--- src/ihc_pkg.sv ---
// ----------------------------------------------------------------------------
// ihc_pkg
// Shared types, constants and helpers of the HWC to CHW image normalizer.
// ----------------------------------------------------------------------------
package ihc_pkg;

    localparam int SAMPLE_W    = 8;
    localparam int FIELD_W     = 16;
    localparam int PACK_W      = 48;
    localparam int VALUE_W     = 32;
    localparam int DEST_W      = 26;
    localparam int ROW_BASE_W  = 24;
    localparam int COL_ITEM_W  = 16;
    localparam int CH_W        = 2;
    localparam int NC_W        = 3;
    localparam int CFG_WIDTH_W = 13;
    localparam int CFG_HEIGHT_W = 13;
    localparam int CFG_NC_W    = 2;
    localparam int PROD_W      = 34;
    localparam int ROUND_SHIFT = 8;

    localparam int APB_DATA_W  = 64;
    localparam int APB_ADDR_W  = 6;
    localparam int REG_SEL_LSB = 3;
    localparam int REG_SEL_W   = 3;

    localparam int QUEUE_DEPTH = 4;

    localparam int DEF_MAX_WIDTH    = 4096;
    localparam int DEF_MAX_HEIGHT   = 4096;
    localparam int DEF_MAX_CHANNELS = 3;

    localparam logic [CFG_WIDTH_W-1:0]  RST_IMG_WIDTH     = 13'd224;
    localparam logic [CFG_HEIGHT_W-1:0] RST_IMG_HEIGHT    = 13'd224;
    localparam logic [CFG_NC_W-1:0]     RST_CHANNEL_COUNT = 2'd3;
    localparam logic                    RST_NORMALIZE     = 1'b0;
    localparam logic [PACK_W-1:0]       RST_MEANS         = 48'h0;
    localparam logic [PACK_W-1:0]       RST_INV_STD       = 48'h0100_0100_0100;

    typedef enum logic [REG_SEL_W-1:0] {
        REG_IMG_WIDTH,
        REG_IMG_HEIGHT,
        REG_CHANNEL_COUNT,
        REG_NORMALIZE_ENABLE,
        REG_CHANNEL_MEANS,
        REG_CHANNEL_INV_STD
    } reg_index_t;

    typedef struct packed {
        logic              normalize;
        logic [PACK_W-1:0] means;
        logic [PACK_W-1:0] inv_std;
    } cfg_t;

    typedef struct packed {
        logic [SAMPLE_W-1:0]   sample;
        logic [CH_W-1:0]       ch;
        logic [COL_ITEM_W-1:0] col;
        logic [ROW_BASE_W-1:0] row_base;
        logic                  frame_end;
    } q_item_t;

    typedef struct packed {
        logic pop;
        logic s1_valid;
    } bk_stat_t;

    function automatic logic [FIELD_W-1:0] select_field(input logic [PACK_W-1:0] word,
                                                        input logic [CH_W-1:0] ch);
        logic [FIELD_W-1:0] f;
        case (ch)
            2'd0:    f = word[FIELD_W-1:0];
            2'd1:    f = word[2*FIELD_W-1:FIELD_W];
            2'd2:    f = word[3*FIELD_W-1:2*FIELD_W];
            default: f = '0;
        endcase
        return f;
    endfunction

endpackage

--- src/ihc_regs.sv ---
// ----------------------------------------------------------------------------
// ihc_regs
// APB register file; presents clamped geometry and normalization settings.
// ----------------------------------------------------------------------------
module ihc_regs #(
    parameter int MAX_WIDTH    = ihc_pkg::DEF_MAX_WIDTH,
    parameter int MAX_HEIGHT   = ihc_pkg::DEF_MAX_HEIGHT,
    parameter int MAX_CHANNELS = ihc_pkg::DEF_MAX_CHANNELS
) (
    input  logic                             aclk,
    input  logic                             aresetn,
    input  logic                             psel,
    input  logic                             penable,
    input  logic                             pwrite,
    input  logic [ihc_pkg::APB_ADDR_W-1:0]   paddr,
    input  logic [ihc_pkg::APB_DATA_W-1:0]   pwdata,
    output logic [ihc_pkg::APB_DATA_W-1:0]   prdata,
    output logic [$clog2(MAX_WIDTH+1)-1:0]   width_val,
    output logic [$clog2(MAX_HEIGHT+1)-1:0]  height_val,
    output logic [ihc_pkg::NC_W-1:0]         nc_val,
    output ihc_pkg::cfg_t                    cfg
);
    import ihc_pkg::*;

    localparam int WV_W = $clog2(MAX_WIDTH + 1);
    localparam int HV_W = $clog2(MAX_HEIGHT + 1);

    logic [CFG_WIDTH_W-1:0]  img_width_reg;
    logic [CFG_HEIGHT_W-1:0] img_height_reg;
    logic [CFG_NC_W-1:0]     channel_count_reg;
    logic                    normalize_enable_reg;
    logic [PACK_W-1:0]       channel_means_reg;
    logic [PACK_W-1:0]       channel_inv_std_reg;
    logic                    wr_en;
    reg_index_t              sel;

    assign wr_en = psel && penable && pwrite;
    assign sel   = reg_index_t'(paddr[REG_SEL_LSB +: REG_SEL_W]);

    always_ff @(posedge aclk) begin
        if (!aresetn) begin
            img_width_reg        <= RST_IMG_WIDTH;
            img_height_reg       <= RST_IMG_HEIGHT;
            channel_count_reg    <= RST_CHANNEL_COUNT;
            normalize_enable_reg <= RST_NORMALIZE;
            channel_means_reg    <= RST_MEANS;
            channel_inv_std_reg  <= RST_INV_STD;
        end else if (wr_en) begin
            case (sel)
                REG_IMG_WIDTH:        img_width_reg        <= pwdata[CFG_WIDTH_W-1:0];
                REG_IMG_HEIGHT:       img_height_reg       <= pwdata[CFG_HEIGHT_W-1:0];
                REG_CHANNEL_COUNT:    channel_count_reg    <= pwdata[CFG_NC_W-1:0];
                REG_NORMALIZE_ENABLE: normalize_enable_reg <= pwdata[0];
                REG_CHANNEL_MEANS:    channel_means_reg    <= pwdata[PACK_W-1:0];
                REG_CHANNEL_INV_STD:  channel_inv_std_reg  <= pwdata[PACK_W-1:0];
                default: ;
            endcase
        end
    end

    always_comb begin
        case (sel)
            REG_IMG_WIDTH:        prdata = APB_DATA_W'(img_width_reg);
            REG_IMG_HEIGHT:       prdata = APB_DATA_W'(img_height_reg);
            REG_CHANNEL_COUNT:    prdata = APB_DATA_W'(channel_count_reg);
            REG_NORMALIZE_ENABLE: prdata = APB_DATA_W'(normalize_enable_reg);
            REG_CHANNEL_MEANS:    prdata = APB_DATA_W'(channel_means_reg);
            REG_CHANNEL_INV_STD:  prdata = APB_DATA_W'(channel_inv_std_reg);
            default:              prdata = '0;
        endcase
    end

    always_comb begin
        if (img_width_reg == '0) begin
            width_val = WV_W'(1);
        end else if (32'(img_width_reg) > 32'(MAX_WIDTH)) begin
            width_val = WV_W'(MAX_WIDTH);
        end else begin
            width_val = WV_W'(img_width_reg);
        end
        if (img_height_reg == '0) begin
            height_val = HV_W'(1);
        end else if (32'(img_height_reg) > 32'(MAX_HEIGHT)) begin
            height_val = HV_W'(MAX_HEIGHT);
        end else begin
            height_val = HV_W'(img_height_reg);
        end
        if (channel_count_reg == '0) begin
            nc_val = NC_W'(1);
        end else if (32'(channel_count_reg) > 32'(MAX_CHANNELS)) begin
            nc_val = NC_W'(MAX_CHANNELS);
        end else begin
            nc_val = NC_W'(channel_count_reg);
        end
    end

    assign cfg.normalize = normalize_enable_reg;
    assign cfg.means     = channel_means_reg;
    assign cfg.inv_std   = channel_inv_std_reg;

endmodule

--- src/ihc_front.sv ---
// ----------------------------------------------------------------------------
// ihc_front
// Accepts sample requests, tags each with its channel, column, row base and
// frame end, and advances the position counters.
// ----------------------------------------------------------------------------
module ihc_front #(
    parameter int MAX_WIDTH  = ihc_pkg::DEF_MAX_WIDTH,
    parameter int MAX_HEIGHT = ihc_pkg::DEF_MAX_HEIGHT
) (
    input  logic                             aclk,
    input  logic                             aresetn,
    input  logic                             s_valid,
    output logic                             s_ready,
    input  logic [ihc_pkg::SAMPLE_W-1:0]     s_sample,
    input  logic [$clog2(MAX_WIDTH+1)-1:0]   width_val,
    input  logic [$clog2(MAX_HEIGHT+1)-1:0]  height_val,
    input  logic [ihc_pkg::NC_W-1:0]         nc_val,
    input  logic                             q_full,
    output logic                             q_push,
    output ihc_pkg::q_item_t                 q_item
);
    import ihc_pkg::*;

    localparam int COL_W = (MAX_WIDTH > 1) ? $clog2(MAX_WIDTH) : 1;
    localparam int ROW_W = (MAX_HEIGHT > 1) ? $clog2(MAX_HEIGHT) : 1;

    logic [CH_W-1:0]       ch_reg, ch_next;
    logic [COL_W-1:0]      col_reg, col_next;
    logic [ROW_W-1:0]      row_reg, row_next;
    logic [ROW_BASE_W-1:0] row_base_reg, row_base_next;
    logic                  last_ch, last_col, last_row;

    assign s_ready = !q_full;
    assign q_push  = s_valid && !q_full;

    assign last_ch  = (NC_W'(ch_reg) + NC_W'(1)) >= nc_val;
    assign last_col = (32'(col_reg) + 32'd1) >= 32'(width_val);
    assign last_row = (32'(row_reg) + 32'd1) >= 32'(height_val);

    always_comb begin
        ch_next       = ch_reg;
        col_next      = col_reg;
        row_next      = row_reg;
        row_base_next = row_base_reg;
        if (!last_ch) begin
            ch_next = ch_reg + CH_W'(1);
        end else begin
            ch_next = '0;
            if (!last_col) begin
                col_next = col_reg + COL_W'(1);
            end else begin
                col_next = '0;
                if (!last_row) begin
                    row_next      = row_reg + ROW_W'(1);
                    row_base_next = ROW_BASE_W'(32'(row_base_reg) + 32'(width_val));
                end else begin
                    row_next      = '0;
                    row_base_next = '0;
                end
            end
        end
    end

    always_ff @(posedge aclk) begin
        if (!aresetn) begin
            ch_reg       <= '0;
            col_reg      <= '0;
            row_reg      <= '0;
            row_base_reg <= '0;
        end else if (q_push) begin
            ch_reg       <= ch_next;
            col_reg      <= col_next;
            row_reg      <= row_next;
            row_base_reg <= row_base_next;
        end
    end

    assign q_item.sample    = s_sample;
    assign q_item.ch        = ch_reg;
    assign q_item.col       = COL_ITEM_W'(col_reg);
    assign q_item.row_base  = row_base_reg;
    assign q_item.frame_end = last_ch && last_col && last_row;

endmodule

--- src/ihc_queue.sv ---
// ----------------------------------------------------------------------------
// ihc_queue
// Short first-in first-out queue between the front and back parts.
// ----------------------------------------------------------------------------
module ihc_queue (
    input  logic             aclk,
    input  logic             aresetn,
    input  logic             push,
    input  ihc_pkg::q_item_t push_item,
    input  logic             pop,
    output logic             q_valid,
    output logic             q_full,
    output ihc_pkg::q_item_t pop_item
);
    import ihc_pkg::*;

    localparam int PTR_W = $clog2(QUEUE_DEPTH);
    localparam int CNT_W = $clog2(QUEUE_DEPTH + 1);

    q_item_t            entry_reg [QUEUE_DEPTH];
    logic [PTR_W-1:0]   wr_ptr_reg, rd_ptr_reg;
    logic [CNT_W-1:0]   count_reg, count_next;

    assign q_valid  = count_reg != '0;
    assign q_full   = count_reg == CNT_W'(QUEUE_DEPTH);
    assign pop_item = entry_reg[rd_ptr_reg];

    always_comb begin
        count_next = count_reg;
        if (push && !pop) begin
            count_next = count_reg + CNT_W'(1);
        end else if (pop && !push) begin
            count_next = count_reg - CNT_W'(1);
        end
    end

    always_ff @(posedge aclk) begin
        if (!aresetn) begin
            wr_ptr_reg <= '0;
            rd_ptr_reg <= '0;
            count_reg  <= '0;
        end else begin
            if (push) begin
                wr_ptr_reg <= wr_ptr_reg + PTR_W'(1);
            end
            if (pop) begin
                rd_ptr_reg <= rd_ptr_reg + PTR_W'(1);
            end
            count_reg <= count_next;
        end
    end

    always_ff @(posedge aclk) begin
        if (push) begin
            entry_reg[wr_ptr_reg] <= push_item;
        end
    end

endmodule

--- src/ihc_back.sv ---
// ----------------------------------------------------------------------------
// ihc_back
// Two-stage datapath: multiply stage, then rounding and planar index stage
// feeding the output register.
// ----------------------------------------------------------------------------
module ihc_back #(
    parameter int MAX_WIDTH  = ihc_pkg::DEF_MAX_WIDTH,
    parameter int MAX_HEIGHT = ihc_pkg::DEF_MAX_HEIGHT
) (
    input  logic                             aclk,
    input  logic                             aresetn,
    input  logic                             q_valid,
    input  ihc_pkg::q_item_t                 q_item,
    input  logic [$clog2(MAX_WIDTH+1)-1:0]   width_val,
    input  logic [$clog2(MAX_HEIGHT+1)-1:0]  height_val,
    input  ihc_pkg::cfg_t                    cfg,
    output ihc_pkg::bk_stat_t                stat,
    output logic                             m_valid,
    input  logic                             m_ready,
    output logic signed [ihc_pkg::VALUE_W-1:0] m_value,
    output logic [ihc_pkg::DEST_W-1:0]       m_dest_index,
    output logic                             m_frame_end
);
    import ihc_pkg::*;

    localparam int WV_W = $clog2(MAX_WIDTH + 1);
    localparam int HV_W = $clog2(MAX_HEIGHT + 1);

    logic                      out_adv, s1_adv, pop;
    logic [FIELD_W-1:0]        mean, inv;
    logic [FIELD_W-1:0]        scaled;
    logic signed [FIELD_W:0]   diff;
    logic signed [PROD_W-1:0]  prod;
    logic [WV_W+HV_W-1:0]      wh_full;

    logic                      s1_valid_reg;
    logic signed [PROD_W-1:0]  s1_prod_reg;
    logic [FIELD_W-1:0]        s1_scaled_reg;
    logic [DEST_W-1:0]         s1_wh_reg;
    logic [DEST_W-1:0]         s1_base_reg;
    logic [CH_W-1:0]           s1_ch_reg;
    logic                      s1_end_reg;

    logic signed [PROD_W-1:0]  rounded;
    logic [VALUE_W-1:0]        value_next;
    logic [DEST_W-1:0]         plane, dest_next;

    logic                      m_valid_reg;
    logic [VALUE_W-1:0]        m_value_reg;
    logic [DEST_W-1:0]         m_dest_reg;
    logic                      m_end_reg;

    assign out_adv = !m_valid_reg || m_ready;
    assign s1_adv  = !s1_valid_reg || out_adv;
    assign pop     = q_valid && s1_adv;

    assign stat.pop      = pop;
    assign stat.s1_valid = s1_valid_reg;

    assign mean    = select_field(cfg.means, q_item.ch);
    assign inv     = select_field(cfg.inv_std, q_item.ch);
    assign scaled  = {q_item.sample, q_item.sample};
    assign diff    = $signed({1'b0, scaled}) - $signed({1'b0, mean});
    assign prod    = diff * $signed({1'b0, inv});
    assign wh_full = width_val * height_val;

    always_ff @(posedge aclk) begin
        if (!aresetn) begin
            s1_valid_reg <= 1'b0;
        end else if (s1_adv) begin
            s1_valid_reg <= q_valid;
        end
    end

    always_ff @(posedge aclk) begin
        if (pop) begin
            s1_prod_reg   <= prod;
            s1_scaled_reg <= scaled;
            s1_wh_reg     <= DEST_W'(wh_full);
            s1_base_reg   <= DEST_W'(q_item.row_base) + DEST_W'(q_item.col);
            s1_ch_reg     <= q_item.ch;
            s1_end_reg    <= q_item.frame_end;
        end
    end

    assign rounded = s1_prod_reg + PROD_W'(128);
    assign plane   = (s1_ch_reg[0] ? s1_wh_reg : '0)
                   + (s1_ch_reg[1] ? {s1_wh_reg[DEST_W-2:0], 1'b0} : '0);
    assign dest_next = plane + s1_base_reg;

    always_comb begin
        if (cfg.normalize) begin
            value_next = {{(VALUE_W-PROD_W+ROUND_SHIFT){rounded[PROD_W-1]}},
                          rounded[PROD_W-1:ROUND_SHIFT]};
        end else begin
            value_next = VALUE_W'(s1_scaled_reg);
        end
    end

    always_ff @(posedge aclk) begin
        if (!aresetn) begin
            m_valid_reg <= 1'b0;
        end else if (out_adv) begin
            m_valid_reg <= s1_valid_reg;
        end
    end

    always_ff @(posedge aclk) begin
        if (out_adv && s1_valid_reg) begin
            m_value_reg <= value_next;
            m_dest_reg  <= dest_next;
            m_end_reg   <= s1_end_reg;
        end
    end

    assign m_valid      = m_valid_reg;
    assign m_value      = $signed(m_value_reg);
    assign m_dest_index = m_dest_reg;
    assign m_frame_end  = m_end_reg;

endmodule

--- src/image_normalize_hwc_to_chw.sv ---
// ----------------------------------------------------------------------------
// image_normalize_hwc_to_chw
// Normalizes an interleaved 8-bit image stream to signed Q16.16 and tags each
// result with its planar destination index and an end-of-frame mark.
// ----------------------------------------------------------------------------
//  channel   direction  handshake             payload
//  s_        in         s_valid / s_ready     s_sample
//  m_        out        m_valid / m_ready     m_value, m_dest_index, m_frame_end
//  apb       in         psel, penable, pready pwrite, paddr, pwdata, prdata
//
//  One request per cycle sustained while m_ready is high; a request passes the
//  queue, multiply stage and rounding/index stage into the output register.
//  Synchronous active-low reset clears counters, queue, stage valids and loads
//  register defaults. A four-request queue absorbs stalls on the m_ side;
//  s_ready drops only while it is full.
// ----------------------------------------------------------------------------
module image_normalize_hwc_to_chw #(
    parameter int MAX_WIDTH    = ihc_pkg::DEF_MAX_WIDTH,
    parameter int MAX_HEIGHT   = ihc_pkg::DEF_MAX_HEIGHT,
    parameter int MAX_CHANNELS = ihc_pkg::DEF_MAX_CHANNELS
) (
    input  logic                               aclk,
    input  logic                               aresetn,
    input  logic                               s_valid,
    output logic                               s_ready,
    input  logic [ihc_pkg::SAMPLE_W-1:0]       s_sample,
    output logic                               m_valid,
    input  logic                               m_ready,
    output logic signed [ihc_pkg::VALUE_W-1:0] m_value,
    output logic [ihc_pkg::DEST_W-1:0]         m_dest_index,
    output logic                               m_frame_end,
    input  logic                               psel,
    input  logic                               penable,
    input  logic                               pwrite,
    input  logic [ihc_pkg::APB_ADDR_W-1:0]     paddr,
    input  logic [ihc_pkg::APB_DATA_W-1:0]     pwdata,
    output logic [ihc_pkg::APB_DATA_W-1:0]     prdata,
    output logic                               pready
);
    import ihc_pkg::*;

    localparam int WV_W = $clog2(MAX_WIDTH + 1);
    localparam int HV_W = $clog2(MAX_HEIGHT + 1);

    logic [WV_W-1:0] width_val;
    logic [HV_W-1:0] height_val;
    logic [NC_W-1:0] nc_val;
    cfg_t            cfg;
    logic            q_push, q_valid, q_full;
    q_item_t         push_item, pop_item;
    bk_stat_t        stat;

    assign pready = 1'b1;

    ihc_regs #(
        .MAX_WIDTH   (MAX_WIDTH),
        .MAX_HEIGHT  (MAX_HEIGHT),
        .MAX_CHANNELS(MAX_CHANNELS)
    ) u_regs (
        .aclk      (aclk),
        .aresetn   (aresetn),
        .psel      (psel),
        .penable   (penable),
        .pwrite    (pwrite),
        .paddr     (paddr),
        .pwdata    (pwdata),
        .prdata    (prdata),
        .width_val (width_val),
        .height_val(height_val),
        .nc_val    (nc_val),
        .cfg       (cfg)
    );

    ihc_front #(
        .MAX_WIDTH (MAX_WIDTH),
        .MAX_HEIGHT(MAX_HEIGHT)
    ) u_front (
        .aclk      (aclk),
        .aresetn   (aresetn),
        .s_valid   (s_valid),
        .s_ready   (s_ready),
        .s_sample  (s_sample),
        .width_val (width_val),
        .height_val(height_val),
        .nc_val    (nc_val),
        .q_full    (q_full),
        .q_push    (q_push),
        .q_item    (push_item)
    );

    ihc_queue u_queue (
        .aclk     (aclk),
        .aresetn  (aresetn),
        .push     (q_push),
        .push_item(push_item),
        .pop      (stat.pop),
        .q_valid  (q_valid),
        .q_full   (q_full),
        .pop_item (pop_item)
    );

    ihc_back #(
        .MAX_WIDTH (MAX_WIDTH),
        .MAX_HEIGHT(MAX_HEIGHT)
    ) u_back (
        .aclk        (aclk),
        .aresetn     (aresetn),
        .q_valid     (q_valid),
        .q_item      (pop_item),
        .width_val   (width_val),
        .height_val  (height_val),
        .cfg         (cfg),
        .stat        (stat),
        .m_valid     (m_valid),
        .m_ready     (m_ready),
        .m_value     (m_value),
        .m_dest_index(m_dest_index),
        .m_frame_end (m_frame_end)
    );

    a_idle_latency: assert property (@(posedge aclk) disable iff (!aresetn)
        (s_valid && s_ready && !q_valid && !stat.s1_valid && !m_valid) |-> ##3 m_valid)
        else $error("request through an idle pipeline did not reach the output");

    a_no_overrun: assert property (@(posedge aclk) disable iff (!aresetn)
        (m_valid && !m_ready && stat.s1_valid) |-> !stat.pop)
        else $error("queue popped while the first stage was blocked");

    a_pop_lands: assert property (@(posedge aclk) disable iff (!aresetn)
        stat.pop |=> stat.s1_valid)
        else $error("popped request lost before the first stage");

endmodule

--- config.mk ---
export PLATFORM = sky130hd
export DESIGN_NAME = image_normalize_hwc_to_chw
export DESIGN_NICKNAME = d
export VERILOG_FILES = /design/src/ihc_pkg.sv /design/src/ihc_regs.sv /design/src/ihc_front.sv /design/src/ihc_queue.sv /design/src/ihc_back.sv /design/src/image_normalize_hwc_to_chw.sv
export SDC_FILE = /design/constraint.sdc
export NUM_CORES = 2
export LEC_CHECK = 0
export BUFFER_PORTS_ARGS = -buffer_cell sky130_fd_sc_hd__buf_4
export CAP_MARGIN = 5
export CORE_MARGIN = 4
export CORE_UTILIZATION = 56
export CTS_CLUSTER_DIAMETER = 150
export DETAILED_ROUTE_END_ITERATION = 6
export MAX_ROUTING_LAYER = met4
export PLACE_DENSITY_LB_ADDON = 0.08
export SLEW_MARGIN = 20
export SYNTH_ARGS = -nofsm -noshare
export SYNTH_HDL_FRONTEND = slang
export SYNTH_SLANG_ARGS = --single-unit
--- constraint.sdc ---
create_clock -name aclk -period 8.6 [get_ports aclk]
set_clock_uncertainty 0.05 [all_clocks]
set_input_delay 1.29 -clock aclk [delete_from_list [all_inputs] [get_ports aclk]]
set_output_delay 1.29 -clock aclk [all_outputs]
set_load 0.01 [all_outputs]
==> results.cfg <==
[pwr]
leakagePower_nw = 21.40
max-vdd-ir-drop_mv = 0.2419
total_power_mw = 13.57
power_density_mw_per_mm2 = 283.7

[setup_path]
end_kind = flip-flop
r2r-end = u_back.s1_prod_reg[24]
crit_top_cell = fa_1
path_class = flip-flop to flip-flop
reg2reg_slack_ns = -0.005
cp-endpoint = u_back.s1_prod_reg[24]
critPathLaunchType = flip-flop
cp_max_fo = 8
arrival_ns = 8.91
critPathMaxStageDelay_ns = 0.68
cp_slowest_cell = mux4_2
worst-r2r-cell-count = 34
cp_data_required_time_ns = 8.91

[synth]
ys_warn_count = 0
yosysSeqAreaShare_pct = 33.07
yosysMostFrequentCell = inv_1
synth-edff-count = 330
yosysTopAreaCell = edfxtp_1
synth_area_leaders = edfxtp_1 (24%), fa_1 (21%), dfxtp_1 (9.0%)
synth_top_area_share_pct = 24.04
synth_ff_type = edfxtp_1
ys_seq_elements = 516
avgSynthCellArea_um2 = 9.946
synth_commonest_cells = inv_1 (630), nand2_1 (622), fa_1 (428)
async_flop_share_pct = 0
synth_cell_types = 86
syn-cell-area_mm2 = 0.04122
synth_cells = 4145

[finish]
finalNetCount = 5258
largest_reg_flops = 188
final_util_pct = 65.54
design_area_mm2 = 0.04782
syn_to_final_growth_pct = 15.99
num-fill-cells = 5956
drive_gt1_share_pct = 17.43

[global_route]
grt_pass1_vias = 30530
top_usage_layer = met2
use_met2_pct = 41.83
grt_pass1_wl_mm = 170.3
antenna_found_initial = 7
overflow = 0
use_met3_pct = 8.034
grt_usage_pct = 28.68
grt_start_max_net_pins = 88
grt_util_met1_pct = 40.12

[sta]
setup_viol_count_final = 2
fin_crit_ns = 8.605
slew_headroom_pct = 23.49
max_freq_mhz = 116.2
finalWorstSetupSlack_ns = -0.005441
tightest_slew_ns = 1.140
finalHoldViolCount = 0
layout_worst_path_cycle_share_pct = 100.1
drv_slew = 0
rsz0062_at_grt = true

[detailed_routing]
vias_per_cell = 5.536
first_iter_violations = 2557
vias = 30440
ant_nets = 0
drc = 0
routed_wl_mm = 108.2
dr.pass1.iters = 5
wire_per_inst_um = 19.68

[clocking]
clock_path_buffers = 3
cts_tree = yes
numCtsBuffers = 55
clkSinkCount = 516
root_buffer = clkbuf_16
clk_pin_slew_worst_paths_ns = 0.06
clk_latency_ns = 0.62
cts_htree_levels = 2

[place]
gp_congestion = 0.9636
hpwl_mm = 83.70
io_buffers = 174
placed_area_mm2 = 0.04525

[floorplanning]
ioPinCount = 211
initial_core_util_pct = 56.50
core_mm2 = 0.07296
die_h_um = 279.3
rows = 99
die_width_um = 279.3
dieArea_mm2 = 0.07802

[outcome]
violations = negative setup slack
status = finished with violations

[flow_run]
drv_cap = 0

[hold_path]
hold_path.class = flip-flop to flip-flop
## kinds of logic (layout without fill, tap and decap cells)
family / after synthesis / count (layout) / share of synthesized area [%]
buffers and inverters: 823 / 1196 / 7.891
AND/OR/NAND/NOR: 1256 / 1256 / 13.25
adder cells (fa/ha/maj): 686 / 686 / 28.61
AO/OA/AOI/OAI: 588 / 588 / 9.230
XOR/XNOR: 173 / 173 / 3.676
flip-flops: 516 / 516 / 33.07
other: 2 / 23 / 0.01822
multiplexers: 101 / 101 / 4.252
## what timing repair did
action	4_1_cts	5_1_grt
endpoints found under the hold margin	0	0
endpoints found under the setup margin	13	18
pin swaps	84	39
resized for setup	76	54
hold buffers	0	0
buffers inserted	17	5
## worst max-delay path, delay by kind of cell (launching register included)
kind	cells	cell delay (ns)
AOI/OAI and AO/OA	10	1.50
xor gates and xnor gates	1	0.14
adders and majority gates	8	3.60
buffers and inverters	9	1.14
DFF	1	0.36
muxes	2	0.83
and+or+nand+nor	4	0.72
## cell type report
type | count | area, um^2 | area share [%]
Tap cell | 959 | 1200 | 2.509
Sequential cell | 516 | 13640 | 28.52
Timing Repair Buffer | 455 | 3558 | 7.442
Inverter | 638 | 2397 | 5.013
Clock buffer | 72 | 1540 | 3.221
Antenna cell | 6 | 15.01 | 0.03140
Clock inverter | 31 | 269.0 | 0.5626
Multi-Input combinational cell | 2821 | 25200 | 52.70
## cell usage in the layout, fill, tap and decap left out, types with 11 or more instances in the layout
cell type,n
a22o_1,53
or2_2,11
o21a_1,18
nand3_1,51
o21ai_1,12
inv_2,16
mux4_2,59
buf_6,16
nor2b_1,42
clkbuf_16,55
a21o_1,38
o21ai_0,75
xor2_1,66
clkinv_1,11
nor2_1,300
edfxtp_1,330
a31oi_1,27
fa_1,414
and2_1,15
a21oi_1,220
buf_4,433
clkinv_2,13
conb_1,17
mux2i_1,33
and3_1,27
or3_1,22
inv_1,614
nor3_1,52
nand4_1,11
nand2b_1,31
a21oi_2,12
nand2_1,619
fa_2,14
xnor2_1,98
ha_1,243
dfxtp_1,184
nand3b_1,12
## per-layer routing
metal,share of wire (%),vias up
li1,-,14280
met1,44,14930
met2,44,1059
met3,9.6,165
met4,2.5,0
met5,0,-
## worst min-delay path by stage
stage	end	cells after the start	startpoint
final	u_back.m_frame_end	0	u_back.s1_end_reg
after global routing	u_back.m_frame_end	0	u_back.s1_end_reg
after floorplan	u_back.m_frame_end	0	u_back.s1_end_reg
after CTS	u_back.m_frame_end	0	u_back.s1_end_reg
after detailed placement	u_back.m_frame_end	0	u_back.s1_end_reg
after global placement	u_back.m_frame_end	0	u_back.s1_end_reg
## where the power goes
part	internal, mW	switching [mW]	total, mW
clock network	1.33	1.03	2.36
registers	3.37	0.236	3.60
logic	3.37	4.24	7.60
total	8.06	5.50	13.6
## per-stage QoR
stage / cells / TNS, ns / hold WS, ns / worst slack [ns]
after floorplan: 4160 / -0.01944 / 0.3503 / -0.01944
after global placement: 5367 / -1.992 / 0.3541 / -0.2990
after detailed placement: 5367 / -2.736 / 0.3709 / -0.3343
after CTS: 5486 / -0.005577 / 0.3799 / -0.005577
after global routing: 5498 / -2.395 / 0.3831 / -0.2923
final: 5498 / -0.009750 / 0.3764 / -0.005441
Note: power is estimated with default switching activity, not from simulation.
